[src/hdl/pfbw_pkg.sv]
// Shared types and constants of the paged framebuffer bit writer.
`default_nettype none

package pfbw_pkg;

  localparam int OPQ_DEPTH = 4;
  localparam int OPQ_AW = $clog2(OPQ_DEPTH);
  localparam int RESQ_DEPTH = 4;
  localparam int RESQ_AW = $clog2(RESQ_DEPTH);
  localparam logic [7:0] FULL_BYTE = 8'hff;

  typedef struct packed {
    logic [7:0] col;
    logic [3:0] page;
    logic [7:0] val;
    logic [7:0] mask;
    logic       emit;
    logic       last;
  } op_t;

  typedef struct packed {
    logic [6:0] col;
    logic [2:0] page;
    logic [7:0] data;
    logic       last;
  } res_t;

  typedef struct packed {
    logic clearing;
    logic pop;
  } back_stat_t;

endpackage

`default_nettype wire

[src/hdl/pfbw_out_fifo.sv]
// Result queue between the back end and the output port.
`default_nettype none

module pfbw_out_fifo (
  input  wire logic           clk,
  input  wire logic           rst_n,
  input  wire logic           res_push,
  input  wire pfbw_pkg::res_t res_word,
  output logic                res_full,
  input  wire logic           pop,
  output logic                empty,
  output pfbw_pkg::res_t      head
);
  import pfbw_pkg::*;

  res_t               q_r [RESQ_DEPTH];
  logic [RESQ_AW-1:0] wr_r, wr_nxt, rd_r, rd_nxt;
  logic [RESQ_AW:0]   cnt_r, cnt_nxt;
  logic               take;

  assign empty = (cnt_r == '0);
  assign res_full = (cnt_r == (RESQ_AW+1)'(RESQ_DEPTH));
  assign take = pop && !empty;
  assign head = q_r[rd_r];

  always_comb begin
    wr_nxt = wr_r;
    rd_nxt = rd_r;
    cnt_nxt = cnt_r;
    if (res_push) begin
      wr_nxt = wr_r + RESQ_AW'(1);
      cnt_nxt = cnt_nxt + (RESQ_AW+1)'(1);
    end
    if (take) begin
      rd_nxt = rd_r + RESQ_AW'(1);
      cnt_nxt = cnt_nxt - (RESQ_AW+1)'(1);
    end
  end

  always_ff @(posedge clk) begin
    if (!rst_n) begin
      wr_r <= '0;
      rd_r <= '0;
      cnt_r <= '0;
    end else begin
      wr_r <= wr_nxt;
      rd_r <= rd_nxt;
      cnt_r <= cnt_nxt;
    end
  end

  always_ff @(posedge clk) begin
    if (res_push) begin
      q_r[wr_r] <= res_word;
    end
  end

endmodule

`default_nettype wire

[config.mk]
export PLATFORM = sky130hd
export DESIGN_NAME = pfbw_out_fifo
export DESIGN_NICKNAME = d
export VERILOG_FILES = /design/src/hdl/pfbw_pkg.sv /design/src/hdl/pfbw_out_fifo.sv
export SDC_FILE = /design/constraint.sdc
export NUM_CORES = 1
export LEC_CHECK = 0
export BUFFER_PORTS_ARGS = -buffer_cell sky130_fd_sc_hd__buf_4
export CORE_ASPECT_RATIO = 1.75
export CORE_MARGIN = 10
export CORE_UTILIZATION = 40
export DETAILED_ROUTE_END_ITERATION = 10
export PLACE_DENSITY = 0.63
export SLEW_MARGIN = 20
export SYNTH_ARGS = -nofsm -noshare
export SYNTH_HDL_FRONTEND = slang
export SYNTH_SLANG_ARGS = --single-unit
[constraint.sdc]
create_clock -name clk -period 2.2 [get_ports clk]
set_clock_uncertainty 0.15 [all_clocks]
set_input_delay 0.44 -clock clk [delete_from_list [all_inputs] [get_ports clk]]
set_output_delay 0.44 -clock clk [all_outputs]
set_load 0.05 [all_outputs]
==> qor.yml, run 1 <==
layout:
  fin_area_sq_um: 4120
  syn_to_final_growth_pct: 25.2
  final_util: 0.517
  ff_latch_area_sq_um: 2470
  n_antenna_cell: 0
  layout_commonest_cell: "edfxtp_1"
  mostFrequentLayoutCells: "edfxtp_1, buf_4, mux4_2, buf_6, clkbuf_16"
  fillers: 643
  drive_gt1_frac: 0.396
  multi_input_area_sq_um: 721
  layout.nets: 242
power:
  power_mw: 4.78
  total_leakage_power_nw: 1.46
  power.density_nw_per_um2: 1160
  ir_worst_vdd_mv: 0.664
grt:
  grtUsageMet2: 0.159
  grtUsageTotal: 0.0964
  antenna_found_initial: 0
  grt_max_degree: 20
  globalRouteMet3Util: 0.0465
  grtUsageMet1: 0.0991
  grt_pass1_vias: 1686
  overflow: 0
  grt_busiest_layer: "met2"
  grt_pass1_wl_um: 8800
route:
  routed_via_density: 5.12
  antenna_left: 0
  drt-initial-drc-count: 95
  dr_total_vias: 1573
  wl_per_cell_um: 18.4
  routed_wl_um: 5660
  drc: 0
  drt_pass1_iterations: 6
clocking:
  cts_buffers: 9
  clk_latency_ps: 330
  tritoncts: "yes"
  clk_pin_slew_ps: 60
  cts.htree.levels: 3
  cts_root_buffer: "clkbuf_16"
  clk_path_buf_depth: 2
  post_cts_buffers: 0
  numClockSinks: 85
  cts_hold_buffers: 0
timing:
  slew_violations: 0
  period_share: 0.987
  relSlewSlack: 0.797
  fin_crit_ps: 2170
  hold_ws_ps: 158
  setup_tns_ps: 0
  rsz0062_at_grt: "true"
  max_freq_ghz: 0.461
  hold_viol_final: 0
  setup_violations: 0
  worst_pin_slew_ps: 304
floorplanning:
  num_rows: 43
  ios: 44
  die_area_sq_um: 12400
  core_sq_um: 7960
  initial_core_util: 0.413
  die_x_um: 88.6
  die_y_um: 140
logic_synthesis:
  synth-seq-cells: 85
  ys.warnings.count: 0
  avgSynthCellArea_sq_um: 21.4
  synth_top_cell_area_share: 0.693
  yosysTopAreaCell: "edfxtp_1"
  syn_nets: 184
  synthTopCellsByArea: "edfxtp_1, mux4_1, mux4_2, dfxtp_1, ha_1"
  syn_area_sq_um: 3290
  seq_area_frac_synth: 0.748
  post_synth_num_cell_types: 26
  syn_inst: 154
placed_design:
  hpwl_um: 3680
  place_area_sq_um: 3740
  portBuffers: 43
  routabilityCongestion: 0.682
hold_path:
  whs_path_depth: 1
  min_from: "res_word[7]"
  min_to: "q_r[2][7]$_DFFE_PP_"
  hold_class: "in -> reg"
setup_path:
  max_stage_delay_ps: 510
  worst-path-buf-inv: 2
  start_kind: "register"
  crit_chain: "clkbuf_16 -> mux4_2 -> buf_6"
  worstPathMaxFanout: 5
  endpoint_kind: "primary output"
  worstRegToRegCells: 7
  path_class: "reg -> out"
  crit_slowest_cell: "mux4_2"
  r2r-start: "cnt_r[0]$_SDFF_PN0_"
  cp.arrival_ps: 1580
  reg2reg_to: "cnt_r[2]$_SDFF_PN0_"
  cp_top_family: "multiplexers"
  required_ps: 1610
  ff2ff_setup_slack_ps: 440
status:
  outcome: "completed"
job:
  cap_viol_max_count: 0
synthesized netlist by cell type, drive strengths merged:
cell type and number:
o21ai 2, nor2 2, and2 5, mux2i 4, or3 2, nor3 2
inv 7, xor2 1, mux4 19, dfxtp 9, or2b 1, xnor2 2
edfxtp 76, nand2b 1, a21oi 2, ha 7, nand2 3, a21boi 2
a311oi 1, nand3 1, buf 5
through the flow:
step	std cells	setup WS (ps)
2_1_floorplan	154	352
3_3_place_gp	289	291
3_5_place_dp	289	267
4_1_cts	306	-84.0
5_1_grt	307	-24.4
6_report	307	29.5
registers in the layout, summed over array words and instances (netlist names), named ones only:
register,count
q_r,76
cnt_r,3
rd_r,2
wr_r,2
where the power goes:
group	internal [mW]	total (mW)	switching [mW]
logic	0.616	1.43	0.810
clock network	0.864	1.41	0.550
registers	1.88	1.94	0.0601
total	3.36	4.78	1.42
worst max path at each step:
stage / cells after the start / start / to
after floorplan: 2 / register / head[14]
after global placement: 3 / register / head[5]
after detailed placement: 3 / register / head[18]
after CTS: 3 / register / head[8]
after global routing: 3 / register / head[5]
final: 3 / register / head[5]
layer usage:
layer  up-vias  share of wire
li1        728              -
met1       793           0.38
met2        46           0.53
met3         6          0.073
met4         0          0.016
met5         -              0
logic make-up after synthesis:
group	count (synthesis)	synth area share
buffers and inverters	12	0.0228
AOI/OAI and AO/OA	7	0.0133
adders and majority gates	7	0.0266
muxes	23	0.152
and+or+nand+nor	17	0.0289
xor gates and xnor gates	3	0.00798
DFF	85	0.748
area by class of cell:
| type | count | share of cell area |
|---|---|---|
| inverter | 7 | 0.00638 |
| tap | 90 | 0.0273 |
| sequential | 85 | 0.599 |
| timing repair buffer | 52 | 0.124 |
| multi-input combinational | 57 | 0.175 |
| clock inverter | 6 | 0.0131 |
| clock buffer | 10 | 0.0556 |
what timing repair did:
item / CTS / global route
gates cloned: 1 / 1
endpoints found under the setup margin: 19 / 15
gates resized for setup: 23 / 8
Power figures use the tool's default switching activity.
==> inputs of run 2 (changes only) <==
REMOVE_ABC_BUFFERS = 1   (was unset)
==> run 2 against run 1 <==
  * The run now ends with negative setup slack left
  * First-iteration DRC count down 26%
  * Worst setup slack worse by 33 ps
  * Clock power fell by 8%
  * Sequential share of layout area is 0.56 points lower
  * Critical endpoint is now head[15]
  * Register-to-register slack got worse by 20 ps
  * Global-route usage rose by 0.44 points
  * Combinational power about the same
  * Sequential power barely moved
==> qor.yml, run 2 (same netlist as run 1, synthesis figures left out) <==
route:
  antenna_left: 0  # unchanged
  dr_total_vias: 1557  # -1.0%
  drc: 0  # unchanged
  drt_pass1_iterations: 4  # -2
  drt-initial-drc-count: 70  # -26%
  wl_per_cell_um: 18.9  # +2.4%
  routed_via_density: 5.09  # -0.69%
  routed_wl_um: 5780  # +2.0%
floorplanning:
  num_rows: 43  # unchanged
  die_x_um: 88.6  # unchanged
  ios: 44  # unchanged
  initial_core_util: 0.413  # unchanged
  die_area_sq_um: 12400  # unchanged
  core_sq_um: 7960  # unchanged
  die_y_um: 140  # unchanged
grt:
  grt_max_degree: 20  # unchanged
  overflow: 0  # unchanged
  antenna_found_initial: 0  # unchanged
  grtUsageTotal: 0.101  # +0.00443
  grt_pass1_wl_um: 9180  # +4.3%
  grt_pass1_vias: 1769  # +4.9%
setup_path:
  crit_chain: "buf_12 -> mux4_1 -> buf_6"
  worstPathMaxFanout: 5  # unchanged
  cp_top_family: "multiplexers"
  required_ps: 1610  # about the same
  endpoint_kind: "primary output"
  path_class: "reg -> out"
  crit_slowest_cell: "mux4_1"
  start_kind: "register"
  max_stage_delay_ps: 560  # +50 ps
  cp.arrival_ps: 1610  # +30 ps
  worst-path-buf-inv: 2  # unchanged
timing:
  layout_setup_ws_ps: -3.95  # -33.5 ps
  hold_ws_ps: 160  # +2.51 ps
  setup_violations: 1  # +1
  rsz0062_at_grt: "true"
  worst_pin_slew_ps: 376  # +71.4 ps
  slew_violations: 0  # unchanged
  period_share: 1.00  # +0.0152
  relSlewSlack: 0.749  # -0.0476
  max_freq_ghz: 0.454  # -1.5%
  hold_viol_final: 0  # unchanged
  fin_crit_ps: 2200  # +33.5 ps
power:
  power_mw: 4.68  # -2.1%
  total_leakage_power_nw: 1.47  # +0.65%
  power.density_nw_per_um2: 1130  # -3.0%
  ir_worst_vdd_mv: 0.752  # +13%
layout:
  drive_gt1_frac: 0.370  # -0.0259
  n_antenna_cell: 0  # unchanged
  fillers: 639  # -0.62%
  regMostFlops: "q_r"
  mostFrequentLayoutCells: "edfxtp_1, buf_4, buf_6"
  layout_commonest_cell: "edfxtp_1"
  reg.largest.list: "q_r: 76 flops, cnt_r: 3 flops"
  largest_register_ffs: 76  # unchanged
  final_util: 0.522  # +0.00487
  layout.nets: 241  # -0.41%
  syn_to_final_growth_pct: 26.3
status:
  failed_checks: "negative setup slack"
  outcome: "finished, violations left"
clocking:
  cts_hold_buffers: 0  # unchanged
  clk_latency_ps: 330  # about the same
  cts_root_buffer: "clkbuf_16"
  clk_path_buf_depth: 2  # unchanged
  post_cts_buffers: 0  # unchanged
  numClockSinks: 85  # unchanged
  cts.htree.levels: 3  # unchanged
  tritoncts: "yes"
  cts_buffers: 9  # unchanged
  clk_pin_slew_ps: 60  # about the same
job:
  cap_viol_max_count: 0  # unchanged
placed_design:
  routabilityCongestion: 0.668  # -2.1%
  portBuffers: 43  # unchanged
  hpwl_um: 3860  # +4.9%
hold_path:
  hold_class: "in -> reg"
[run 2: changes by cell type in the layout (fill, tap and decap cells not counted)]
| cell | change |
|---|---|
| clkbuf_1 | +1 |
| mux4_1 | +5 |
| clkinv_1 | -1 |
| buf_12 | +4 |
| mux4_2 | -5 |
| clkinvlp_4 | +1 |
| bufinv_16 | -1 |
| buf_4 | -5 |
[run 2: where the power goes]
group | total (mW) | switching (mW) | internal [mW]
logic | 1.44 | 0.815 | 0.622
clock network | 1.30 | 0.551 | 0.754
registers | 1.94 | 0.0604 | 1.88
[run 2: path summary, 6_finish.rpt]
kind                                            from                    to  slack [ps]  depth (start not counted)
worst max-delay path                        register              head[15]          -4                          3
worst min-delay path                    res_word[14]  q_r[1][14]$_DFFE_PP_         160                          1
worst max register to register   cnt_r[0]$_SDFF_PN0_   cnt_r[2]$_SDFF_PN0_         420                          7
worst min register to register  rd_r[1]$_SDFFE_PN0N_  rd_r[1]$_SDFFE_PN0N_         340                          2
[run 2: area by class of cell]
type	instances	area (sq um)	area share
sequential	85	2470	0.593
timing repair buffer	51	554	0.133
clock buffer	11	233	0.0560
multi-input combinational	57	739	0.178
inverter	7	26.3	0.00632
tap	90	113	0.0271
clock inverter	5	27.5	0.00662
[run 2: through the flow]
| step | std cells | TNS [ps] | cell area [sq um] | setup slack, ps |
|---|---|---|---|---|
| floorplan | 149 | -1800 | 3240 | -170 |
| global placement | 288 | 0 | 3790 | 289 |
| detailed placement | 288 | 0 | 3790 | 265 |
| CTS | 305 | -270 | 4120 | -39.0 |
| global route | 306 | -556 | 4160 | -47.5 |
| finish | 306 | -3.95 | 4160 | -3.95 |
[run 2: repair_timing]
action,in CTS,in global routing
resized for setup,17,9
setup endpoints to repair,19,16
pin swaps,0,0
cloned,1,1
[run 2: routing by layer]
metal	wire, um	global-route usage	vias up
met5	0	0	-
met4	147	0.0547	0
met3	313	0.0389	9
met2	2990	0.163	37
met1	2330	0.109	776
li1	-	-	735
