--- config.mk ---
export PLATFORM = sky130hd
export DESIGN_NAME = pfbw_front
export DESIGN_NICKNAME = d
export VERILOG_FILES = /design/src/hdl/pfbw_pkg.sv /design/src/hdl/pfbw_front.sv
export SDC_FILE = /design/constraint.sdc
export NUM_CORES = 1
export LEC_CHECK = 0
export BUFFER_PORTS_ARGS = -buffer_cell sky130_fd_sc_hd__buf_2
export CORE_MARGIN = 2
export CORE_UTILIZATION = 45
export DETAILED_ROUTE_END_ITERATION = 8
export PLACE_DENSITY = 0.66
export SETUP_SLACK_MARGIN = 0.5
export SYNTH_ARGS = -nofsm -noshare
export SYNTH_HDL_FRONTEND = slang
export SYNTH_SLANG_ARGS = --single-unit
--- constraint.sdc ---
create_clock -name clk -period 10.1 [get_ports clk]
set_input_delay 1.515 -clock clk [delete_from_list [all_inputs] [get_ports clk]]
set_output_delay 1.515 -clock clk [all_outputs]
set_load 0.01 [all_outputs]
--- src/hdl/pfbw_pkg.sv ---
// Shared types and constants of the paged framebuffer bit writer.
`default_nettype none

package pfbw_pkg;

  localparam int OPQ_DEPTH = 4;
  localparam int OPQ_AW = $clog2(OPQ_DEPTH);
  localparam int RESQ_DEPTH = 4;
  localparam int RESQ_AW = $clog2(RESQ_DEPTH);
  localparam logic [7:0] FULL_BYTE = 8'hff;

  typedef struct packed {
    logic [7:0] col;
    logic [3:0] page;
    logic [7:0] val;
    logic [7:0] mask;
    logic       emit;
    logic       last;
  } op_t;

  typedef struct packed {
    logic [6:0] col;
    logic [2:0] page;
    logic [7:0] data;
    logic       last;
  } res_t;

  typedef struct packed {
    logic clearing;
    logic pop;
  } back_stat_t;

endpackage

`default_nettype wire

--- src/hdl/pfbw_front.sv ---
// Front end: accepts draw words, splits them into byte merge ops, queues the ops.
`default_nettype none

module pfbw_front #(
  parameter int COLUMNS = 128,
  parameter int PAGES = 8
) (
  input  wire logic               clk,
  input  wire logic               rst_n,
  input  wire logic               push,
  output logic                    full,
  input  wire logic               in_func,
  input  wire logic signed [8:0]  in_column,
  input  wire logic signed [7:0]  in_row,
  input  wire logic [7:0]         in_data_bits,
  input  wire logic [3:0]         in_bit_count,
  input  wire logic               in_invert,
  input  wire logic               in_pixel_on,
  input  wire logic               in_refresh,
  input  wire pfbw_pkg::back_stat_t back_stat,
  output logic                    opq_valid,
  output pfbw_pkg::op_t           opq_head
);
  import pfbw_pkg::*;

  op_t                q_r [OPQ_DEPTH];
  logic [OPQ_AW-1:0]  wr_r, wr_nxt, rd_r, rd_nxt;
  logic [OPQ_AW:0]    cnt_r, cnt_nxt;

  op_t        op_a, op_b;
  logic [1:0] n_ops;
  logic [3:0] cnt;
  logic       col_ok, row_ok, accept;
  logic [2:0] r;
  logic [3:0] p1;
  logic [7:0] sum;
  logic [4:0] p2;
  logic [5:0] top;
  logic [3:0] neg_amt;
  logic [7:0] row_neg;
  logic [3:0] low;
  logic [7:0] v_neg, v1, v2;
  logic [15:0] run_mask;

  assign full = back_stat.clearing || (cnt_r > (OPQ_AW+1)'(OPQ_DEPTH - 2));
  assign accept = push && !full;
  assign opq_valid = (cnt_r != '0);
  assign opq_head = q_r[rd_r];

  always_comb begin
    cnt = (in_bit_count > 4'd8) ? 4'd8 : in_bit_count;
    col_ok = !in_column[8] && (int'(in_column[7:0]) < COLUMNS);
    row_ok = !in_row[7] && (int'(in_row[6:0]) < PAGES * 8);
    r = in_row[2:0];
    p1 = in_row[6:3];
    sum = {1'b0, in_row[6:0]} + {4'b0, cnt} - 8'd1;
    p2 = sum[7:3];
    top = {2'b0, cnt} + in_row[5:0];
    row_neg = 8'(-in_row);
    neg_amt = row_neg[3:0];
    low = {1'b0, r} + cnt - 4'd8;
    v_neg = in_data_bits >> neg_amt;
    v1 = in_data_bits << r;
    v2 = in_data_bits >> (4'd8 - {1'b0, r});
    run_mask = ((16'd1 << cnt) - 16'd1) << r;
    op_a = '0;
    op_b = '0;
    op_a.col = in_column[7:0];
    op_b.col = in_column[7:0];
    op_a.emit = in_refresh;
    op_b.emit = in_refresh;
    op_a.last = 1'b1;
    op_b.last = 1'b1;
    n_ops = 2'd0;
    if (col_ok) begin
      if (!in_func) begin
        if (row_ok) begin
          op_a.page = p1;
          op_a.val = in_pixel_on ? FULL_BYTE : 8'h00;
          op_a.mask = 8'h01 << r;
          n_ops = 2'd1;
        end
      end else if (in_row[7]) begin
        if ((in_row >= -8'sd8) && !top[5] && (top != 6'd0)) begin
          op_a.page = 4'd0;
          op_a.val = in_invert ? ~v_neg : v_neg;
          op_a.mask = 8'((9'd1 << top[3:0]) - 9'd1);
          n_ops = 2'd1;
        end
      end else if (row_ok) begin
        op_a.page = p1;
        n_ops = 2'd1;
        if (cnt == 4'd0) begin
          op_a.val = 8'h00;
          op_a.mask = 8'h00;
        end else if (p2 == {1'b0, p1}) begin
          op_a.val = in_invert ? ~v1 : v1;
          op_a.mask = run_mask[7:0];
        end else begin
          op_a.val = in_invert ? ~v1 : v1;
          op_a.mask = FULL_BYTE << r;
          if (int'(p2) < PAGES) begin
            op_a.last = 1'b0;
            op_b.page = p2[3:0];
            op_b.val = in_invert ? ~v2 : v2;
            op_b.mask = 8'((9'd1 << low) - 9'd1);
            n_ops = 2'd2;
          end
        end
      end
    end
  end

  always_comb begin
    wr_nxt = wr_r;
    rd_nxt = rd_r;
    cnt_nxt = cnt_r;
    if (accept) begin
      wr_nxt = wr_r + OPQ_AW'(n_ops);
      cnt_nxt = cnt_nxt + (OPQ_AW+1)'(n_ops);
    end
    if (back_stat.pop) begin
      rd_nxt = rd_r + OPQ_AW'(1);
      cnt_nxt = cnt_nxt - (OPQ_AW+1)'(1);
    end
  end

  always_ff @(posedge clk) begin
    if (!rst_n) begin
      wr_r <= '0;
      rd_r <= '0;
      cnt_r <= '0;
    end else begin
      wr_r <= wr_nxt;
      rd_r <= rd_nxt;
      cnt_r <= cnt_nxt;
    end
  end

  always_ff @(posedge clk) begin
    if (accept && (n_ops != 2'd0)) begin
      q_r[wr_r] <= op_a;
    end
    if (accept && (n_ops == 2'd2)) begin
      q_r[wr_r + OPQ_AW'(1)] <= op_b;
    end
  end

endmodule

`default_nettype wire

==> flow_summary.json, run 1 <==
{
  "gp_congestion": 0.962,
  "netlist_instances": 728,
  "area_delta_synth_final_pct": 12.9,
  "synth-main-ff-cell": "edfxtp_1",
  "wl_mm": 20.4,
  "finalSetupViolCount": 0,
  "crit_type": "in -> reg",
  "pre_cts_ws_ps": 3640,
  "dieWidth_um": 140,
  "grt_pass1_vias": 5997,
  "synth-warning-count": 0,
  "drc": 0,
  "register_area_um2": 3740,
  "critPathRequiredTime_ps": 10260,
  "netlist.area_leader.share_pct": 42.0,
  "wl_per_cell_um": 20.1,
  "fin_hold_ws_ps": 462,
  "nNetsFinal": 842,
  "cts_hold_buffers": 0,
  "syn_area_um2": 8300,
  "synth_seq_cells": 129,
  "yosysSeqAreaShare_pct": 45.1,
  "fmax_ghz": 0.164,
  "power_leakage_nw": 3.24,
  "drv_slew": 0,
  "synth_area_leaders": "edfxtp_1, mux4_2, ha_1",
  "die_h_um": 140,
  "cts_resized": 0,
  "diodes": 0,
  "grt_pass1_wl_mm": 32.3,
  "arrival_ps": 6270,
  "dr.pass1.iters": 5,
  "synthArstFlopShare_pct": 0,
  "multiInputGateArea_um2": 4230,
  "cts_tree": "built",
  "min_period_over_period_pct": 60.5,
  "ant_nets": 0,
  "critPathCaptureType": "register",
  "io_pins": 70,
  "synth_edf_count": 116,
  "grt_max_degree": 39,
  "outcome": "complete, no violations",
  "critPathLaunchType": "primary input",
  "dieArea_um2": 19500,
  "setup_slack_ps": 3990,
  "cts.path.max_buffers": 2,
  "final_cells": 1016,
  "critPathMaxStageDelay_ps": 780,
  "final_layout_size_suffix_gt1_share_pct": 21.9,
  "ys_types": 69,
  "place_inst": 984,
  "port_buffers": 69,
  "hold_path_class": "reg -> reg",
  "synth_area_leader_cell": "edfxtp_1",
  "ctsRootBufferMaster": "clkbuf_16",
  "clk_pin_slew_ps": 50,
  "worstMarginPinSlew_ps": 961,
  "min_period_ps": 6110,
  "insertion_delay_ps": 410,
  "setup_tns_ps": 0,
  "clkSinkCount": 129,
  "grtUsageTotal_pct": 21.0,
  "rsz0062_at_grt": "no",
  "core_um2": 18000,
  "irDropWorstVdd_v": 0.000109,
  "maxCapViolations": 0,
  "htreeDepth": 4,
  "post-cts-setup-buffer-count": 0,
  "hold_viol": 0,
  "crit_fanout": 38,
  "path_cells": "buf_2 -> clkinv_1 -> ha_1 -> nor3b_2 -> o21ai_0 -> a21o_1 -> a21oi_2 -> or3_1 -> or2_1 -> nand2_2 -> and2_1",
  "start_util_pct": 46.0,
  "cts_buffers": 17,
  "post_drt_via_cell_ratio": 6.12,
  "fill_cells": 1605,
  "fin_skew_ps": 6.55,
  "rows": 49,
  "overflow": 0,
  "dp_hpwl_mm": 14.2,
  "num_vias": 6220,
  "drt_iter0_drc": 556,
  "cpMaxStageDelayCell": "nand2_2",
  "pwr_density_cell_nw_per_um2": 158,
  "antenna_found_initial": 0,
  "synth_area_per_cell_um2": 11.4,
  "slew_headroom_pct": 35.7,
  "total_power_w": 0.00148
}
==> power by group <==
part           switching (W)  total [W]  internal, W
sequential        0.00000466   0.000585     0.000581
clock               0.000220   0.000610     0.000390
combinational       0.000169   0.000288     0.000118
==> per-stage QoR <==
stage          utilization (%)  cell area (um^2)
6_report                  52.0              9370
5_1_grt                   52.0              9370
4_1_cts                   52.0              9370
3_5_place_dp              48.6              8760
3_3_place_gp              48.6              8760
2_1_floorplan                -              8320
==> cell type report <==
cell class | count | share of cell area (%)
multi-input cells | 523 | 45.2
repair buffers | 74 | 4.09
well taps | 229 | 3.06
flip-flops and latches | 129 | 40.0
inverters | 29 | 1.16
clock buffers | 22 | 5.53
clock inverters | 10 | 0.975
==> logic make-up after synthesis <==
logic type	after synthesis	synth area share (%)
flip-flops	129	45.1
XOR/XNOR	47	4.96
buffers and inverters	83	4.25
other	1	0.0452
adder cells (fa/ha/maj)	30	4.61
AND/OR/NAND/NOR	194	12.2
multiplexers	58	12.3
AO/OA/AOI/OAI	186	16.5
==> worst paths after layout <==
| kind | end | cells after the start | slack, ps | start |
|---|---|---|---|---|
| worst max-delay path | q_r[3][23]$_DFFE_PP_ | 11 | 3990 | in_row[0] |
| worst min-delay path | q_r[3][0]$_SDFFE_PP1P_ | 1 | 460 | q_r[3][0]$_SDFFE_PP1P_ |
| worst max register to register | q_r[0][24]$_DFFE_PP_ | 6 | 6900 | cnt_r[1]$_SDFF_PN0_ |
| worst min register to register | q_r[3][0]$_SDFFE_PP1P_ | 1 | 460 | q_r[3][0]$_SDFFE_PP1P_ |
==> cells in the mapped netlist (3+ instances only) <==
master       n
or2_2        6
o221ai_1     7
mux2i_1     21
o22ai_2      8
nand3_1     12
a21o_1       5
clkbuf_2     3
nand2b_1     4
a22oi_1      3
a31oi_1     11
clkbuf_1    27
buf_1        4
buf_2       18
nor2_1      25
edfxtp_1   116
mux4_2      35
inv_1       28
and2_1      41
nor4_1       6
nor2b_1      8
o21ai_0     21
xor2_1      15
and3_1       3
o211ai_1     5
dfxtp_1     13
or3_1        9
o22ai_1     41
nor3_1      10
ha_1        29
nand2_2      4
or2_1        3
a32oi_1      3
nand2_1     53
o21a_1       8
o2bb2ai_1    7
a21oi_1     23
o32ai_1     22
xnor2_1     32
==> sequential cells by signal, summed over array words and instances (netlist names), named ones only <==
name and cells:
cnt_r 3, q_r 120, rd_r 2, wr_r 2
==> layer usage <==
| metal | up-vias | wire [um] | global-route usage [%] |
|---|---|---|---|
| met5 | - | 0 | 0 |
| li1 | 2893 | - | - |
| met1 | 3037 | 8650 | 28.6 |
| met3 | 25 | 1450 | 3.34 |
| met2 | 265 | 10000 | 35.2 |
| met4 | 0 | 259 | 5.79 |
==> placed cells by master, fill, tap and decap left out, drive strengths merged, types with 3 or more instances in the layout <==
cell type	instances
edfxtp	116
buf	74
nand2	57
o22ai	49
and2	41
mux4	35
xnor2	32
inv	32
ha	29
nor2	25
a21oi	25
o32ai	24
clkbuf	22
mux2i	21
o21ai	21
xor2	15
dfxtp	13
nand3	12
a31oi	12
nor3	10
or2	10
or3	9
nor2b	8
o21a	8
conb	8
o221ai	7
o2bb2ai	7
nor4	7
clkinv	6
a21o	5
o211ai	5
nand2b	4
and3	3
a32oi	3
a22oi	3
nor3b	3
==> critical path, delay by kind of cell <==
kind | cells | cell delay [ps]
AOI/OAI and AO/OA | 3 | 720
adders and majority gates | 1 | 360
buffers and inverters | 2 | 1080
and+or+nand+nor | 5 | 2540
Power figures use the tool's default switching activity.
==> run 2, diff against run 1 <==
==> constraint.sdc (replaced) <==
create_clock -name clk -period 6.2 [get_ports clk]
set_input_delay 0.93 -clock clk [delete_from_list [all_inputs] [get_ports clk]]
set_output_delay 0.93 -clock clk [all_outputs]
set_load 0.01 [all_outputs]
==> flow_summary.json, run 2 (synthesized netlist as in run 1, its figures left out) <==
{
  "gp_congestion": 0.919,
  "maxCapViolations": 0,
  "final_cells": 1026,
  "crit_fanout": 38,
  "finalSetupViolCount": 0,
  "fin_hold_ws_ps": 464,
  "setup_tns_ps": 0,
  "nNetsFinal": 852,
  "cts_hold_buffers": 0,
  "critPathCaptureType": "register",
  "grt_pass1_vias": 6166,
  "most-common-layout-cells": "edfxtp_1, buf_2, nand2_1",
  "cpMaxStageDelayCell": "nand2_2",
  "final_common_cell": "edfxtp_1",
  "slew_headroom_pct": 38.2,
  "path_cells": "buf_2 -> inv_1 -> ha_1 -> inv_1 -> ha_1 -> nor2b_1 -> or4_1 -> a21o_1 -> a21oi_2 -> or3_1 -> or2_4 -> nand2_2 -> and2_1",
  "worstMarginPinSlew_ps": 924,
  "largest_reg_flops": 120,
  "area_delta_synth_final_pct": 13.5,
  "start_util_pct": 46.0,
  "grt_max_degree": 39,
  "die_h_um": 140,
  "wl_mm": 21.4,
  "crit_type": "in -> reg",
  "irDropWorstVdd_v": 0.000192,
  "place_inst": 994,
  "htreeDepth": 4,
  "post-route-util_pct": 52.3,
  "pwr_density_cell_nw_per_um2": 255,
  "insertion_delay_ps": 420,
  "min_period_ps": 4960,
  "drv_slew": 0,
  "arrival_ps": 5120,
  "min_period_over_period_pct": 80.0,
  "drc": 0,
  "grt_pass1_wl_mm": 33.8,
  "fill_cells": 1606,
  "num_vias": 6329,
  "dr.pass1.iters": 5,
  "hold_viol": 0,
  "crit_buf_inv": 3,
  "dieWidth_um": 140,
  "power_leakage_nw": 3.27,
  "clk_pin_slew_ps": 50,
  "reg_top3": "q_r: 120 flops, cnt_r: 3 flops",
  "wl_per_cell_um": 20.9,
  "core_um2": 18000,
  "post_drt_via_cell_ratio": 6.17,
  "grtUsageTotal_pct": 22.1,
  "antenna_found_initial": 0,
  "fmax_ghz": 0.202,
  "cts_resized": 0,
  "critPathMaxStageDelay_ps": 590,
  "rsz0062_at_grt": "no",
  "dieArea_um2": 19500,
  "port_buffers": 69,
  "cts.path.max_buffers": 2,
  "final_layout_size_suffix_gt1_share_pct": 22.8,
  "hold_path_class": "reg -> reg",
  "rows": 49,
  "cp_top_family": "simple AND/OR/NAND/NOR gates",
  "top_register": "q_r",
  "cts_tree": "built",
  "dp_hpwl_mm": 15.1,
  "clkSinkCount": 129,
  "post-cts-setup-buffer-count": 0,
  "fin_skew_ps": 14.4,
  "cts_buffers": 17,
  "critPathLaunchType": "primary input",
  "ant_nets": 0,
  "ctsRootBufferMaster": "clkbuf_16",
  "outcome": "complete, no violations",
  "diodes": 0,
  "drt_iter0_drc": 543,
  "io_pins": 70,
  "overflow": 0,
  "critPathRequiredTime_ps": 6360
}
==> run 2: per-stage QoR <==
stage / area, um^2 / total power, W / worst slack, ps
after floorplan: 8320 / 0.00130 / 1450
after global placement: 8830 / 0.00143 / 1030
final: 9420 / 0.00240 / 1240
after global routing: 9420 / 0.00249 / 947
after detailed placement: 8830 / 0.00144 / 832
after CTS: 9420 / 0.00241 / 1280
==> run 2: final timing paths <==
check                              start                endpoint  slack [ps]  cells past startpoint
hold / removal    q_r[0][0]$_SDFFE_PP1P_  q_r[0][0]$_SDFFE_PP1P_         460                      1
hold reg to reg   q_r[0][0]$_SDFFE_PP1P_  q_r[0][0]$_SDFFE_PP1P_         460                      1
setup reg to reg     cnt_r[0]$_SDFF_PN0_     q_r[1][7]$_DFFE_PP_        3230                      6
setup / recovery         in_bit_count[3]    q_r[2][22]$_DFFE_PP_        1240                     13
==> run 2: worst reg2reg max path, stage by stage (launching register included) <==
cell      delay, ps
dfxtp_1         330
a211oi_1        360
and2_1          330
nand3b_1        250
or2_2           520
nand2_2         430
buf_4           400
==> run 2: area by class of cell <==
type                            count  area, um^2  area share [%]
Clock buffer                       20         457            4.85
Clock inverter                     12         133            1.41
Inverter                           29         109            1.16
Multi-Input combinational cell    523        4230            44.9
Sequential cell                   129        3740            39.7
Tap cell                          229         287            3.04
Timing Repair Buffer               84         458            4.86
==> run 2: report_power, final <==
group / internal (W) / total [W] / switching [W]
logic: 0.000194 / 0.000470 / 0.000276
clock network: 0.000613 / 0.000979 / 0.000366
registers: 0.000946 / 0.000952 / 0.00000646
==> run 2: per-layer routing <==
layer,global-route usage [%],wire length (um),vias to the layer above
li1,-,-,2903
met1,29.2,8970,3151
met2,37.3,10700,243
met3,4.30,1360,32
met4,6.16,352,0
met5,0,0,-
==> run 3, diff against run 2 <==
==> constraint.sdc (replaced) <==
create_clock -name clk -period 5.1 [get_ports clk]
set_input_delay 0.765 -clock clk [delete_from_list [all_inputs] [get_ports clk]]
set_output_delay 0.765 -clock clk [all_outputs]
set_load 0.01 [all_outputs]
==> flow_summary.json, run 3 (synthesized netlist as in run 1, its figures left out) <==
{
  "grt_max_degree": 39,
  "irDropWorstVdd_v": 0.000276,
  "hold_viol": 0,
  "fill_cells": 1583,
  "pwr_density_cell_nw_per_um2": 309,
  "hold_path_class": "reg -> reg",
  "min_path_cells": 1,
  "most-common-layout-cells": "edfxtp_1, buf_2, nand2_1",
  "crit_type": "in -> reg",
  "core_um2": 18000,
  "port_buffers": 69,
  "largest_reg_flops": 120,
  "antenna_found_initial": 0,
  "cts.path.max_buffers": 2,
  "final_cells": 1044,
  "clk_pin_slew_ps": 60,
  "top_register": "q_r",
  "cts_hold_buffers": 0,
  "dr.pass1.iters": 5,
  "pre_cts_ws_ps": 76.4,
  "worstMarginPinSlew_ps": 768,
  "place_inst": 1010,
  "reg_top3": "q_r: 120 flops, cnt_r: 3 flops",
  "slew_headroom_pct": 48.4,
  "rows": 49,
  "multiInputGateArea_um2": 4260,
  "outcome": "complete, no violations",
  "cts_tree": "built",
  "finalSetupViolCount": 0,
  "arrival_ps": 4450,
  "critPathLaunchType": "primary input",
  "critPathRequiredTime_ps": 5230,
  "io_pins": 70,
  "setup_slack_ps": 773,
  "nNetsFinal": 870,
  "wl_mm": 21.3,
  "drc": 0,
  "dieArea_um2": 19500,
  "power_leakage_nw": 3.36,
  "dieWidth_um": 140,
  "ant_nets": 0,
  "area_delta_synth_final_pct": 16.0,
  "start_util_pct": 46.0,
  "register_area_um2": 3740,
  "crit_fanout": 11,
  "overflow": 0,
  "dp_hpwl_mm": 15.0,
  "critPathCaptureType": "register",
  "drt_iter0_drc": 492,
  "min_period_ps": 4330,
  "post_drt_via_cell_ratio": 6.11,
  "wl_per_cell_um": 20.4,
  "fmax_ghz": 0.231,
  "grt_pass1_vias": 6448,
  "grt_pass1_wl_mm": 34.3,
  "grtUsageTotal_pct": 22.2,
  "drv_slew": 0,
  "diodes": 0,
  "die_h_um": 140,
  "ctsRootBufferMaster": "clkbuf_16",
  "maxCapViolations": 0,
  "rsz0062_at_grt": "no",
  "num_vias": 6374,
  "insertion_delay_ps": 410,
  "ff2ff_path_depth": 6,
  "final_layout_size_suffix_gt1_share_pct": 25.3,
  "cts_buffers": 17,
  "min_period_over_period_pct": 84.8,
  "final_common_cell": "edfxtp_1",
  "gp_congestion": 0.927,
  "clkSinkCount": 129,
  "setup_tns_ps": 0,
  "htreeDepth": 4,
  "fin_skew_ps": 7.51
}
-- run 3: layout make-up --
type                            count  share of cell area (%)
Multi-Input combinational cell    523                    44.3
Sequential cell                   129                    38.9
Timing Repair Buffer              102                    6.29
Clock buffer                       20                    4.75
Tap cell                          229                    2.98
Clock inverter                     12                    1.64
Inverter                           29                    1.13
-- run 3: per-layer routing --
layer	share of wire, %	vias up	GRT usage, %
met4	3.0	0	9.21
met3	7.1	44	3.92
met2	47	300	35.0
met1	43	3085	30.6
li1	-	2945	-
met5	0	-	0
-- run 3: what timing repair did --
item                                    CTS  global route
gates resized for setup                   0             7
endpoints found under the setup margin    0             2
buffers inserted                          0             2
-- run 3: where the power goes --
group          total [W]  switching, W  internal [W]
combinational   0.000586      0.000340      0.000246
sequential       0.00116    0.00000813       0.00115
clock            0.00123      0.000436      0.000796
-- run 3: worst max-delay path, cell delays in order --
cell	delay (ps)
buf_2	170
inv_2	130
nand2_1	110
inv_1	70
ha_1	160
inv_1	60
fa_1	430
xor2_1	520
nand2_1	120
mux2i_1	310
nand3_1	130
ha_1	300
nor3b_1	170
a221oi_1	290
o2111ai_1	140
a21oi_1	280
buf_4	200
o32ai_1	100
-- run 3: through the flow --
step / power, W / hold slack, ps / area, um^2 / util, %
floorplan: 0.00158 / 435 / 8320 / -
global route: 0.00309 / 504 / 9620 / 53.4
CTS: 0.00298 / 475 / 9580 / 53.1
global placement: 0.00174 / 441 / 8960 / 49.7
finish: 0.00298 / 477 / 9620 / 53.4
detailed placement: 0.00175 / 458 / 8960 / 49.7
-- run 3: worst paths after layout --
kind	slack [ps]	to	start
max	770	q_r[3][6]$_DFFE_PP_	in_bit_count[3]
min reg2reg	480	q_r[0][0]$_SDFFE_PP1P_	q_r[0][0]$_SDFFE_PP1P_
max reg2reg	2440	q_r[1][15]$_DFFE_PP_	cnt_r[0]$_SDFF_PN0_
min	480	q_r[0][0]$_SDFFE_PP1P_	q_r[0][0]$_SDFFE_PP1P_
